## config.mk

```make
export PLATFORM = sky130hd
export DESIGN_NAME = rsi_isqrt_pipe
export DESIGN_NICKNAME = d
export VERILOG_FILES = /design/src/rsi_pkg.sv /design/src/rsi_isqrt_pipe.sv
export SDC_FILE = /design/constraint.sdc
export NUM_CORES = 2
export LEC_CHECK = 0
export BUFFER_PORTS_ARGS = -buffer_cell sky130_fd_sc_hd__buf_2
export CAP_MARGIN = 5
export CORE_MARGIN = 2
export CORE_UTILIZATION = 40
export DETAILED_ROUTE_END_ITERATION = 6
export SETUP_SLACK_MARGIN = 0.02
export SLEW_MARGIN = 20
export SYNTH_ARGS = -nofsm -noshare
export SYNTH_HDL_FRONTEND = slang
export SYNTH_SLANG_ARGS = --single-unit
```

## constraint.sdc

```tcl
create_clock -name clk -period 3.5 [get_ports clk]
set_input_delay 0.7 -clock clk [delete_from_list [all_inputs] [get_ports clk]]
set_output_delay 0.7 -clock clk [all_outputs]
set_load 0.02 [all_outputs]
```

## src/rsi_pkg.sv

```systemverilog
// ----------------------------------------------------------------------------
// rsi_pkg
// Shared constants, register codes and pipeline control type for the
// ray/sphere intersection core.
// ----------------------------------------------------------------------------
package rsi_pkg;

    localparam int COORD_WIDTH_DEF = 24;
    localparam int FRAC_BITS_DEF   = 12;

    localparam int DIR_W      = 18;
    localparam int DIR_FRAC   = 16;
    localparam int RADIUS_W   = 23;
    localparam int T_W        = 27;
    localparam int CFG_IDX_W  = 2;
    localparam int CFG_DATA_W = 32;

    typedef enum logic [CFG_IDX_W-1:0] {
        REG_CENTER_X = 2'd0,
        REG_CENTER_Y = 2'd1,
        REG_CENTER_Z = 2'd2,
        REG_RADIUS   = 2'd3
    } cfg_reg_t;

    typedef struct packed {
        logic valid;
        logic miss;
    } ctl_t;

endpackage

```

## src/rsi_isqrt_pipe.sv

```systemverilog
// ----------------------------------------------------------------------------
// rsi_isqrt_pipe
// Pipelined floor square root, one result bit per register stage, with a
// control word and a side payload carried alongside each radicand.
// ----------------------------------------------------------------------------
module rsi_isqrt_pipe #(
    parameter int ROOT_W = rsi_pkg::RADIUS_W,
    parameter int SIDE_W = 28
) (
    input  logic                  clk,
    input  logic                  rst_n,
    input  logic                  en,
    input  rsi_pkg::ctl_t         ctl_in,
    input  logic [2*ROOT_W-1:0]   rad_in,
    input  logic [SIDE_W-1:0]     side_in,
    output rsi_pkg::ctl_t         ctl_out,
    output logic [ROOT_W-1:0]     root_out,
    output logic [SIDE_W-1:0]     side_out
);

    localparam int RAD_W = 2 * ROOT_W;
    localparam int REM_W = ROOT_W + 2;

    rsi_pkg::ctl_t      ctl_reg  [ROOT_W];
    logic [RAD_W-1:0]   x_reg    [ROOT_W];
    logic [REM_W-1:0]   rem_reg  [ROOT_W];
    logic [ROOT_W-1:0]  root_reg [ROOT_W];
    logic [SIDE_W-1:0]  side_reg [ROOT_W];

    rsi_pkg::ctl_t      ctl_prev  [ROOT_W];
    logic [RAD_W-1:0]   x_prev    [ROOT_W];
    logic [REM_W-1:0]   rem_prev  [ROOT_W];
    logic [ROOT_W-1:0]  root_prev [ROOT_W];
    logic [SIDE_W-1:0]  side_prev [ROOT_W];

    rsi_pkg::ctl_t      ctl_next  [ROOT_W];
    logic [RAD_W-1:0]   x_next    [ROOT_W];
    logic [REM_W-1:0]   rem_next  [ROOT_W];
    logic [ROOT_W-1:0]  root_next [ROOT_W];

    genvar g;
    generate
        for (g = 0; g < ROOT_W; g++) begin : g_step
            if (g == 0) begin : g_first
                assign ctl_prev[g]  = ctl_in;
                assign x_prev[g]    = rad_in;
                assign rem_prev[g]  = '0;
                assign root_prev[g] = '0;
                assign side_prev[g] = side_in;
            end
            else begin : g_rest
                assign ctl_prev[g]  = ctl_reg[g-1];
                assign x_prev[g]    = x_reg[g-1];
                assign rem_prev[g]  = rem_reg[g-1];
                assign root_prev[g] = root_reg[g-1];
                assign side_prev[g] = side_reg[g-1];
            end

            always_comb
            begin
                logic [REM_W-1:0] rem_sh;
                logic [REM_W-1:0] trial;
                logic [REM_W:0]   diff;
                rem_sh = {rem_prev[g][REM_W-3:0], x_prev[g][RAD_W-1 -: 2]};
                trial  = {root_prev[g], 2'b01};
                diff   = {1'b0, rem_sh} - {1'b0, trial};
                if (diff[REM_W]) begin
                    rem_next[g]  = rem_sh;
                    root_next[g] = {root_prev[g][ROOT_W-2:0], 1'b0};
                end
                else begin
                    rem_next[g]  = diff[REM_W-1:0];
                    root_next[g] = {root_prev[g][ROOT_W-2:0], 1'b1};
                end
                x_next[g]   = {x_prev[g][RAD_W-3:0], 2'b00};
                ctl_next[g] = ctl_prev[g];
            end

            always_ff @(posedge clk or negedge rst_n)
            begin
                if (!rst_n) begin
                    ctl_reg[g] <= '0;
                end
                else if (en) begin
                    ctl_reg[g] <= ctl_next[g];
                end
            end

            always_ff @(posedge clk)
            begin
                if (en) begin
                    x_reg[g]    <= x_next[g];
                    rem_reg[g]  <= rem_next[g];
                    root_reg[g] <= root_next[g];
                    side_reg[g] <= side_prev[g];
                end
            end
        end
    endgenerate

    assign ctl_out  = ctl_reg[ROOT_W-1];
    assign root_out = root_reg[ROOT_W-1];
    assign side_out = side_reg[ROOT_W-1];

endmodule

```

## Word-level counts from Yosys, hierarchy flattened

Memories as Yosys holds them, arrays and structs flattened.
Cells that the tools add are included.

- Register bits after elaboration: 46
- Input port bits: 79
- Word-level logic and storage cells: 121
- Memories kept: 4
- Bits in writable memories: 2760

- Mux-type cells: 48
- Add/sub/neg operators: 23

Memory list:

| name | words | width | read ports | clocked after Yosys merged registers in | wr ports | RTL line | RTL |
|---|---|---|---|---|---|---|---|
| x_reg | 23 | 44 | 22 | 0 | 23 | rsi_isqrt_pipe.sv:25 | `logic [RAD_W-1:0] x_reg [ROOT_W];` |
| side_reg | 23 | 28 | 23 | 0 | 23 | rsi_isqrt_pipe.sv:28 | `logic [SIDE_W-1:0] side_reg [ROOT_W];` |
| rem_reg | 23 | 25 | 22 | 0 | 23 | rsi_isqrt_pipe.sv:26 | `logic [REM_W-1:0] rem_reg [ROOT_W];` |
| root_reg | 23 | 23 | 23 | 0 | 23 | rsi_isqrt_pipe.sv:27 | `logic [ROOT_W-1:0] root_reg [ROOT_W];` |

Operators with widths:

| operator | number |
|---|---|
| $mux W25 | 23 |
| $sub A25 B25 Y26 | 22 |
| $mux W1 | 25 |
| $sub A2 B1 Y3 const B | 1 |

## Logic depth before layout (Yosys ltp)

An unclocked memory read counts as a cell.

- Depth after elaboration: 3
- Mapped depth: 12
- Mapped depth without buffers: 12

## Least setup slack after synthesis

No wires, ideal clock.

- Path kind: reg2reg
- Start: memory rem_reg[3][50] (netlist bit)
- End: memory rem_reg[3][79] (netlist bit) (data pin)
- Required time: 3.240 ns
- Path slack: 0.781 ns
- Data arrival time: 2.459 ns
- Path buffers: 1
- Setup time: 0.260 ns
- Cell stages (with the launch flop): 9
- Cell sequence: edfxtp_1 -> ha_1 -> or3_1 -> o221a_2 -> a41oi_2 -> a21boi_1 -> a311o_1 -> buf_6 -> mux2_4

RTL lines:

| what | RTL line |
|---|---|
| start, declared | rsi_isqrt_pipe.sv:26 |

==> results.sh <==
export IMPL_cts_sinks=1941
export IMPL_vdd_drop_max_v=0.000492
export IMPL_worstPathMaxFanout=24
export IMPL_setup_violations=0
export IMPL_worstMarginPinSlew_ns=0.971
export IMPL_finalCritPeriodShare_pct=93.8
export IMPL_cts_resized=0
export IMPL_track_usage_pct=12.4
export IMPL_min_path_type="input pin to flip-flop"
export IMPL_grt_overflow_total=0
export IMPL_synth_area_um2=78200
export IMPL_hold_end="x_reg[0][10]"
export IMPL_antenna_found_initial=1
export IMPL_ioPinCount=132
export IMPL_clock_latency_ns=0.84
export IMPL_synth_simple_gate_area_share_pct=6.36
export IMPL_nNetsFinal=5753
export IMPL_die_y_um=446
export IMPL_wl_per_cell_um=15.2
export IMPL_synth_compound_area_share_pct=6.73
export IMPL_synthTopCellsByCount="1,895 x edfxtp_1, 365 x inv_1, 291 x nor2_1, 275 x ha_1, 255 x a21oi_1"
export IMPL_syn_inst=4963
export IMPL_drc=0
export IMPL_cts_tree="built"
export IMPL_power_w=0.0598
export IMPL_hold_depth=1
export IMPL_seq_area_um2=58100
export IMPL_grt_start_max_net_pins=107
export IMPL_r2r_start="rem_reg[5][1]"
export IMPL_tns_ns=0
export IMPL_worstSetupPathType="flip-flop to flip-flop"
export IMPL_num_rows=162
export IMPL_fmaxAchievable_ghz=0.305
export IMPL_drv_slew=0
export IMPL_dr_first_iter_drc_count=2150
export IMPL_grt_pass1_wl_mm=200
export IMPL_rsz0062_at_grt="true"
export IMPL_timing_rr_end="rem_reg[5][28]"
export IMPL_yosys_area_share_adder_pct=4.40
export IMPL_synth_xor_area_share_pct=3.93
export IMPL_grt_pass1_vias=40100
export IMPL_ys_ff_latch=1941
export IMPL_yosysWarnings=0
export IMPL_hold_viol=0
export IMPL_min_period_ns=3.28
export IMPL_crit_start="rem_reg[5][1]"
export IMPL_cts_htree_levels=4
export IMPL_power_density_nw_per_um2=661
export IMPL_ys_seq_area_share_pct=74.3
export IMPL_crit_arrival_ns=3.85
export IMPL_yosysMostFrequentCell="edfxtp_1"
export IMPL_synthMuxAreaShare_pct=2.02
export IMPL_end_kind="flip-flop"
export IMPL_startpoint_type="flip-flop"
export IMPL_drt_pre_antenna_iters=5
export IMPL_syn_num_nets=5317
export IMPL_die_area_um2=199000
export IMPL_drive_above_1_share_pct=13.4
export IMPL_cap_violations=0
export IMPL_multi_input_area_um2=18300
export IMPL_gp_congestion=0.857
export IMPL_num_fill_cells=16700
export IMPL_synth_top_area_share_pct=72.8
export IMPL_max_slew_margin_rel_pct=34.6
export IMPL_ant_nets=0
export IMPL_rr_worst_depth=9
export IMPL_avgSynthCellArea_um2=15.7
export IMPL_largest_register_ffs=644
export IMPL_fp_dieW_um=446
export IMPL_synth_edf_count=1895
export IMPL_place_detailed_hpwl_mm=81.4
export IMPL_synthArstFlopShare_pct=2.37
export IMPL_n_antenna_cell=0
export IMPL_critical_path_required_ns=4.07
export IMPL_core_area_um2=195000
export IMPL_synth_top_area_cell="edfxtp_1"
export IMPL_cts_root_buf="clkbuf_16"
export IMPL_numPortBuffers=131
export IMPL_cts_setup_buffers=0
export IMPL_viasPerCell=4.85
export IMPL_initial_core_util_pct=40.2
export IMPL_areaGrowthSynthToFinish_pct=15.7
export IMPL_ys_top_cells_by_area="edfxtp_1 73%, ha_1 4.4%, xnor2_1 2.0%"
export IMPL_finClkSkew_ns=0.0327
export IMPL_leakagePower_nw=33.8
export IMPL_cts_made_buffers=202
export IMPL_r2r_slack_ns=0.22
export IMPL_synth_cell_types=106
export IMPL_route_vias_total=39300
export IMPL_final_core_util_pct=46.5
export IMPL_synth_top_family_by_area="compound AO/OA/AOI/OAI gates"
export IMPL_min_from="rad_in[10]"
export IMPL_synthFlopType="edfxtp_1"
export IMPL_finalWirelength_mm=123
export IMPL_path_clk_slew_ns=0.06
export IMPL_status="completed"
export IMPL_cts_path_max_buffers=3
[kinds of logic after synthesis]
family	count (synthesis)
DFF	1941
and+or+nand+nor	993
AOI/OAI and AO/OA	818
buffers and inverters	447
xor gates and xnor gates	350
adders and majority gates	275
muxes	138
other	1
[cell type report]
cell class                 instances  share of cell area, %
clock inverter                   127                   1.68
tap                             2542                   3.52
inverter                         370                   1.54
multi-input combinational       2575                   20.3
clock buffer                     244                   5.92
sequential                      1941                   64.2
timing repair buffer             309                   2.89
[stage by stage]
| stage | cells | hold slack, ns | area (um2) | setup slack, ns |
|---|---|---|---|---|
| final | 8108 | 0.0854 | 90500 | 0.217 |
| after global routing | 8108 | 0.0110 | 90500 | 0.00507 |
| after CTS | 8107 | 0.000249 | 90400 | 0.173 |
| after detailed placement | 7664 | 0.405 | 82800 | 0.179 |
| after global placement | 7664 | 0.400 | 82800 | 0.191 |
| after floorplan | 4963 | 0.400 | 78200 | 0.781 |
[cell usage in the layout (no fill, tap or decap), types with 26 or more instances in the layout]
cell | synthesis | final
dlygate4sd3_1 | 0 | 72
nand3_1 | 61 | 61
ha_1 | 275 | 275
mux2_2 | 121 | 121
o21ai_0 | 187 | 187
or3_1 | 59 | 59
clkinv_2 | 0 | 40
inv_1 | 365 | 365
nor3_1 | 89 | 89
nor2b_1 | 45 | 45
a21oi_1 | 255 | 255
xnor2_1 | 181 | 181
o31ai_1 | 31 | 31
nor4_1 | 47 | 47
buf_12 | 0 | 35
buf_2 | 22 | 130
clkbuf_1 | 42 | 30
nor2_1 | 291 | 291
dfrtp_1 | 46 | 46
clkbuf_16 | 0 | 204
a21o_1 | 66 | 66
o21a_1 | 77 | 77
xor2_1 | 168 | 168
nand2b_1 | 57 | 57
buf_4 | 4 | 72
nand2_1 | 203 | 203
and3_1 | 26 | 26
clkinv_1 | 1 | 27
edfxtp_1 | 1895 | 1895
[worst max-delay path by stage]
| stage | to | cells after the start | slack (ns) |
|---|---|---|---|
| floorplan | rem_reg[3][79] | 8 | 0.78 |
| global placement | rem_reg[5][27] | 9 | 0.19 |
| detailed placement | rem_reg[5][28] | 9 | 0.18 |
| CTS | rem_reg[5][28] | 9 | 0.17 |
| global route | rem_reg[5][28] | 8 | 0.005 |
| finish | rem_reg[5][28] | 9 | 0.22 |
[critical path, stage by stage (launching register included)]
cell and delay [ns]:
edfxtp_1 0.39, ha_1 0.36, nor3_1 0.40, a2111oi_4 0.13
nand3_1 0.14, nand3_1 0.13, o21ai_2 0.14, o31ai_4 0.12
a31oi_4 0.78, mux2_2 0.43
[what timing repair did]
| item | in CTS | in global routing |
|---|---|---|
| endpoints found under the hold margin | 117 | 0 |
| hold buffers | 72 | 0 |
| setup endpoints to repair | 0 | 17 |
[layer usage]
layer / vias to the layer above / track usage, % / part of all wire, %
met5: - / 0 / 0
met4: 0 / 5.53 / 3.7
met3: 282 / 2.51 / 3.6
met2: 587 / 22.9 / 53
met1: 18900 / 13.5 / 40
li1: 19500 / - / -
[where the power goes]
group	leakage [nW]	switching, W	internal (W)	total (W)
sequential	18.9	0.00115	0.0286	0.0297
combinational	11.5	0.00455	0.00380	0.00836
clock	3.34	0.00891	0.0128	0.0217
total	33.8	0.0146	0.0452	0.0598
Power figures use the tool's default switching activity.
